$ cat config.mk
export PLATFORM = sky130hd
export DESIGN_NAME = cfpc_core
export DESIGN_NICKNAME = d
export VERILOG_FILES = /design/src/rtl/cfpc_pkg.sv /design/src/rtl/cfpc_core.sv
export SDC_FILE = /design/constraint.sdc
export NUM_CORES = 1
export LEC_CHECK = 0
export BUFFER_PORTS_ARGS = -buffer_cell sky130_fd_sc_hd__buf_2
export CORE_AREA = 2 2 220 222
export DETAILED_ROUTE_END_ITERATION = 10
export DIE_AREA = 0 0 222 224
export PLACE_DENSITY = 0.74
export SKIP_LAST_GASP = 1
export SLEW_MARGIN = 15
export SYNTH_ARGS = -nofsm -noshare
export SYNTH_HDL_FRONTEND = slang
export SYNTH_SLANG_ARGS = --single-unit
$ cat constraint.sdc
create_clock -name clk -period 17.9 [get_ports clk]
set_clock_uncertainty 0.2 [all_clocks]
set_input_delay 5.37 -clock clk [delete_from_list [all_inputs] [get_ports clk]]
set_output_delay 5.37 -clock clk [all_outputs]
set_load 0.1 [all_outputs]
$ cat src/rtl/cfpc_pkg.sv
// Shared types, constants and the CRC-32 byte update for the frame checker.
package cfpc_pkg;

	localparam int unsigned HEADER_BYTES = 36;
	localparam int unsigned CNT_W        = 33;
	localparam logic [CNT_W-1:0] COUNT_MAX = 33'h1_FFFF_FFFF;

	localparam logic [31:0] CRC_POLY = 32'hEDB8_8320;
	localparam logic [31:0] CRC_INIT = 32'hFFFF_FFFF;

	localparam logic [3:0][7:0] MAGIC = {8'h44, 8'h41, 8'h34, 8'h56};

	localparam logic [15:0] RST_VERSION   = 16'd1;
	localparam logic [31:0] RST_FLAG_MASK = 32'd0;
	localparam logic [31:0] RST_MAX_LEN   = 32'd1048576;

	localparam int unsigned ADDR_W = 4;
	localparam logic [1:0] REG_VERSION   = 2'd0;
	localparam logic [1:0] REG_FLAG_MASK = 2'd1;
	localparam logic [1:0] REG_MAX_LEN   = 2'd2;

	localparam logic [3:0] ST_OK        = 4'd0;
	localparam logic [3:0] ST_TOO_SMALL = 4'd1;
	localparam logic [3:0] ST_MAGIC     = 4'd2;
	localparam logic [3:0] ST_VERSION   = 4'd3;
	localparam logic [3:0] ST_FLAGS     = 4'd4;
	localparam logic [3:0] ST_TOO_LARGE = 4'd5;
	localparam logic [3:0] ST_SHORT     = 4'd6;
	localparam logic [3:0] ST_TRAILING  = 4'd7;
	localparam logic [3:0] ST_CRC       = 4'd8;

	localparam logic KIND_PAYLOAD = 1'b0;
	localparam logic KIND_STATUS  = 1'b1;

	typedef struct packed {
		logic [7:0] data_byte;
		logic       frame_last;
	} in_word_t;

	typedef struct packed {
		logic        kind;
		logic [7:0]  payload_byte;
		logic [3:0]  status;
		logic [15:0] version;
		logic [15:0] msg_type;
		logic [31:0] frame_flags;
		logic [63:0] request_ident;
		logic [63:0] sequence_number;
		logic [31:0] pay_len;
		logic        run_last;
	} out_word_t;

	typedef struct packed {
		logic [15:0] expected_version;
		logic [31:0] allowed_flags_mask;
		logic [31:0] max_payload_bytes;
	} cfg_t;

	typedef struct packed {
		logic [1:0] cnt;
		out_word_t  word0;
		out_word_t  word1;
	} push_t;

	function automatic logic [31:0] crc_byte(input logic [31:0] crc_in, input logic [7:0] b);
		logic [31:0] c;
		c = crc_in ^ {24'd0, b};
		for (int k = 0; k < 8; k++) begin
			c = c[0] ? ((c >> 1) ^ CRC_POLY) : (c >> 1);
		end
		return c;
	endfunction

endpackage

$ cat src/rtl/cfpc_core.sv
// Input register, frame state, header capture, CRC and status decision.
module cfpc_core (
	input  logic                clk,
	input  logic                arst_n,
	input  logic                in_valid,
	output logic                in_stall,
	input  cfpc_pkg::in_word_t  in_data,
	input  cfpc_pkg::cfg_t      cfg,
	input  logic                room,
	output cfpc_pkg::push_t     push
);

	localparam int unsigned HB = cfpc_pkg::HEADER_BYTES;
	localparam int unsigned CW = cfpc_pkg::CNT_W;

	cfpc_pkg::in_word_t in_s1;
	logic               vld_s1;
	logic               go;

	logic [CW-1:0] cnt_q;
	logic          magic_q;
	logic [7:0]    hdr_q [HB];
	logic [31:0]   crc_q;

	logic [CW-1:0] cnt_n;
	logic          magic_n;
	logic [7:0]    hdr_n [HB];
	logic [31:0]   crc_n;
	logic          is_hdr;
	logic [7:0]    b;
	logic          last;

	logic [15:0] ver, typ;
	logic [31:0] flg, len, crc_fld;
	logic [63:0] rid, seq;
	logic [CW-1:0] expect_cnt;
	logic [3:0]  st;

	cfpc_pkg::out_word_t pay_w, st_w;

	assign go       = vld_s1 && room;
	assign in_stall = vld_s1 && !room;
	assign b        = in_s1.data_byte;
	assign last     = in_s1.frame_last;

	always_ff @(posedge clk or negedge arst_n) begin
		if (!arst_n) begin
			vld_s1 <= 1'b0;
		end else if (in_valid && !in_stall) begin
			vld_s1 <= 1'b1;
		end else if (go) begin
			vld_s1 <= 1'b0;
		end
	end

	always_ff @(posedge clk) begin
		if (in_valid && !in_stall) begin
			in_s1 <= in_data;
		end
	end

	always_comb begin
		is_hdr  = cnt_q < CW'(HB);
		cnt_n   = (cnt_q == cfpc_pkg::COUNT_MAX) ? cnt_q : cnt_q + CW'(1);
		magic_n = magic_q;
		if (cnt_q < CW'(4) && b != cfpc_pkg::MAGIC[cnt_q[1:0]]) begin
			magic_n = 1'b0;
		end
		for (int i = 0; i < HB; i++) begin
			hdr_n[i] = (is_hdr && cnt_q[5:0] == 6'(i)) ? b : hdr_q[i];
		end
		crc_n = is_hdr ? crc_q : cfpc_pkg::crc_byte(crc_q, b);
	end

	always_comb begin
		ver        = {hdr_n[5], hdr_n[4]};
		typ        = {hdr_n[7], hdr_n[6]};
		flg        = {hdr_n[11], hdr_n[10], hdr_n[9], hdr_n[8]};
		rid        = {hdr_n[19], hdr_n[18], hdr_n[17], hdr_n[16],
		              hdr_n[15], hdr_n[14], hdr_n[13], hdr_n[12]};
		seq        = {hdr_n[27], hdr_n[26], hdr_n[25], hdr_n[24],
		              hdr_n[23], hdr_n[22], hdr_n[21], hdr_n[20]};
		len        = {hdr_n[31], hdr_n[30], hdr_n[29], hdr_n[28]};
		crc_fld    = {hdr_n[35], hdr_n[34], hdr_n[33], hdr_n[32]};
		expect_cnt = CW'(HB) + {1'b0, len};

		if (cnt_n < CW'(HB)) begin
			st = cfpc_pkg::ST_TOO_SMALL;
		end else if (!magic_n) begin
			st = cfpc_pkg::ST_MAGIC;
		end else if (ver != cfg.expected_version) begin
			st = cfpc_pkg::ST_VERSION;
		end else if ((flg & ~cfg.allowed_flags_mask) != 32'd0) begin
			st = cfpc_pkg::ST_FLAGS;
		end else if (len > cfg.max_payload_bytes) begin
			st = cfpc_pkg::ST_TOO_LARGE;
		end else if (cnt_n < expect_cnt) begin
			st = cfpc_pkg::ST_SHORT;
		end else if (cnt_n > expect_cnt) begin
			st = cfpc_pkg::ST_TRAILING;
		end else if (~crc_n != crc_fld) begin
			st = cfpc_pkg::ST_CRC;
		end else begin
			st = cfpc_pkg::ST_OK;
		end
	end

	always_comb begin
		pay_w              = '0;
		pay_w.kind         = cfpc_pkg::KIND_PAYLOAD;
		pay_w.payload_byte = b;
		pay_w.run_last     = !last;

		st_w                 = '0;
		st_w.kind            = cfpc_pkg::KIND_STATUS;
		st_w.status          = st;
		st_w.version         = ver;
		st_w.msg_type        = typ;
		st_w.frame_flags     = flg;
		st_w.request_ident   = rid;
		st_w.sequence_number = seq;
		st_w.pay_len         = len;
		st_w.run_last        = 1'b1;

		push       = '0;
		push.word0 = is_hdr ? st_w : pay_w;
		push.word1 = st_w;
		if (go) begin
			push.cnt = 2'({1'b0, !is_hdr} + {1'b0, last});
		end
	end

	always_ff @(posedge clk or negedge arst_n) begin
		if (!arst_n) begin
			cnt_q   <= '0;
			magic_q <= 1'b1;
			crc_q   <= cfpc_pkg::CRC_INIT;
			for (int i = 0; i < HB; i++) begin
				hdr_q[i] <= 8'd0;
			end
		end else if (go) begin
			if (last) begin
				cnt_q   <= '0;
				magic_q <= 1'b1;
				crc_q   <= cfpc_pkg::CRC_INIT;
				for (int i = 0; i < HB; i++) begin
					hdr_q[i] <= 8'd0;
				end
			end else begin
				cnt_q   <= cnt_n;
				magic_q <= magic_n;
				crc_q   <= crc_n;
				for (int i = 0; i < HB; i++) begin
					hdr_q[i] <= hdr_n[i];
				end
			end
		end
	end

endmodule

==> run summary <==
outcome - finished, final reports clean
Hold WC Path Type - reg -> reg
reg-to-reg slack, setup - 13.24 ns
# setup viols final - 0
area post-placement - 0.0264 mm^2
design area - 0.0277 mm^2
share of cells above drive strength 1 - 22.0%
clk_lat worst skew - 0.59 ns
RSZ-0062 raised after global routing - false
Post-CTS Hold Fix Bufs - 0
#FFs+latches synth - 332
Detailed Route Iter0 Violations - 2408
number of buffers added on ports - 561
Root Buffer Master - clkbuf_16
CP Launch Type - input pin
Comb power frac - 38.0%
post-synth top area share - 31.3%
Slew headroom - 11.8%
initial antenna violation count - 0
Worst setup endpoint - push[465]
TritonCTS Buffers - 39
Critical Path Sink Type - output pin
Critical Path RT - 12.33 ns
largest net degree at the start of global routing - 212
power density cells - 100 mW/mm^2
GRT Overall Usage - 35.2%
worst-path fanout max - 4
r2r worst-path depth - 7
worst reg2reg path startpoint - cnt_q[20]$_DFFE_PN0P_
core area - 0.0473 mm^2
final hold vios - 0
layout net count - 3498
Die H - 224 um
maximum VDD drop - 0.0964 mV
Starting Density - 49.0%
Syn Area/Cell - 8.01 um^2
ANT cells - 0
met1 global-route usage - 44.2%
Least-Margin Pin Slew - 1.31 ns
ys async rst share - 97.3%
met2 Usage GRT - 56.6%
mean routed wirelength per cell - 22.7 um
register area share after synthesis - 36.2%
area of the mapped netlist - 0.0232 mm^2
final wirelength - 90200 um
fin crit period - 14.53 ns
fin crit share - 81.2%
Detailed Place HPWL - 64300 um
sequential share of power - 31.2%
highest clock rate - 68.8 MHz
Synth area leaders - dfrtp_1 31%, mux2i_1 9.3%, o21ai_0 6.9%, nor2_1 5.6%, nand2_1 5.6%
Mapped Cells - 2894
Sw Share - 38.2%
Routed Antenna Nets - 0
worst r2r dst - hdr_q[89]$_DFFE_PN0P_
Die Footprint - 0.0497 mm^2
Synth cell types - 76
I/O pin cnt - 572
Vias/cell - 5.78
vias in the first global route - 21100
setup_tns - 0 ns
FP Rows - 80
Top Usage Layer GRT - met2
Resize count post-CTS - 0
Pins Over Slew Limit - 0
Clock Path Buffers - 3
total number of vias - 23000
drt drc - 0
Critical Path AT - 8.96 ns
met3 usage - 5.94%
first-pass GRT wire length - 133000 um
Clk pwr share - 30.8%
drt first pass iters - 5
internal cell power - 1.71 mW
CTS HTree Levels - 2
Congestion Overflow GR - 0
Warnings, synthesis - 0
clock slew at reported path FFs - 0.06 ns
Switch Pwr - 1.06 mW
leading area contributor after synthesis - dfrtp_1
max_cap viols - 0
Leak - 15.6 nW
Sink Count - 332
area grow syn2layout - 19.5%
total design power - 2.77 mW
Filler Cells Inserted - 4397
CTS tree - built
EDFF count, synth - 9
Die X-Extent - 222 um
CP startpoint - cfg[79]
Placer Congestion - 0.987
Setup Buffers After CTS - 0
Primary FF master, synth - dfrtp_1
critical path type - in -> out
## flip-flops by register name, summed over array words and instances, names as in the netlist
name	cells
b	8
vld_s1	1
last	1
cnt_q	33
magic_q	1
hdr_q	256
crc_q	32
## cell families after synthesis
group                    share of synthesized area [%]
multiplexers                                      9.57
XOR/XNOR                                          7.88
flip-flops                                        36.2
AND/OR/NAND/NOR                                   19.0
adder cells (fa/ha/maj)                           3.78
AO/OA/AOI/OAI                                     15.2
buffers and inverters                             8.32
other                                           0.0324
## how the worst min path moves through the flow
stage	from	end	slack [ns]	depth (start not counted)
after floorplan	hdr_q[10]$_DFFE_PN0P_	hdr_q[10]$_DFFE_PN0P_	0.24	2
after global placement	hdr_q[10]$_DFFE_PN0P_	hdr_q[10]$_DFFE_PN0P_	0.26	2
after detailed placement	hdr_q[12]$_DFFE_PN0P_	hdr_q[12]$_DFFE_PN0P_	0.26	2
after CTS	hdr_q[12]$_DFFE_PN0P_	hdr_q[12]$_DFFE_PN0P_	0.28	2
after global routing	hdr_q[108]$_DFFE_PN0P_	hdr_q[108]$_DFFE_PN0P_	0.29	2
final	hdr_q[10]$_DFFE_PN0P_	hdr_q[10]$_DFFE_PN0P_	0.27	2
## stage by stage
step	utilization, %	setup WS [ns]	instances	hold slack [ns]
after floorplan	-	0.517	2902	0.242
after global routing	58.5	3.31	3981	0.294
after CTS	58.5	3.46	3981	0.278
after detailed placement	55.7	3.47	3909	0.265
final	58.5	3.37	3981	0.274
after global placement	55.7	3.53	3909	0.257
## power by group through the flow
stage | sequential, mW | combinational [mW] | clock (mW)
4_1_cts | 0.865 | 1.04 | 0.857
5_1_grt | 0.872 | 1.13 | 0.889
2_1_floorplan | 0.860 | 0.809 | 0
3_3_place_gp | 0.876 | 1.03 | 0
6_report | 0.866 | 1.05 | 0.853
3_5_place_dp | 0.877 | 1.04 | 0
## final cells by class
type	count	area [um^2]	share of cell area, %
Clock buffer	50	1090	3.92
Clock inverter	22	267	0.962
Inverter	284	1070	3.85
Multi-Input combinational cell	2074	13000	46.8
Sequential cell	332	8390	30.3
Tap cell	615	769	2.78
Timing Repair Buffer	604	3170	11.4
## metal layers
layer / wire [um] / part of all wire [%] / up-vias
met5: 0 / 0 / -
met4: 6100 / 6.8 / 0
met3: 6550 / 7.3 / 242
met2: 42200 / 47 / 1065
met1: 35300 / 39 / 11100
li1: - / - / 10600
## worst max-delay path, stage by stage
cell and delay, ns:
buf_2 0.10, inv_1 0.06, o22ai_1 0.17, or4_1 0.64
a221oi_1 0.33, o211ai_1 0.16, a2111oi_2 0.66, nand3b_1 0.37
nor3b_1 0.56, buf_2 0.53
## cells in the final DEF (no fill, tap or decap), drive strengths merged, types with 70 or more instances in the layout
cell type / n
inv: 285
buf: 604
mux2i: 216
xnor2: 133
nand2: 349
o21ai: 318
nor2: 350
ha: 70
dfrtp: 290
a21oi: 121
## synth_stat cells, types with 33 or more instances
master and number:
nand3_1 42, dfrtp_1 290, dfstp_2 33, nand2_1 348, a21oi_1 121, mux2i_1 216, ha_1 70, nor2_1 349
xnor2_1 133, nor3_1 33, nand4_1 54, clkbuf_1 164, xor2_1 55, o21ai_0 318, inv_1 282
Power figures use the tool's default switching activity.
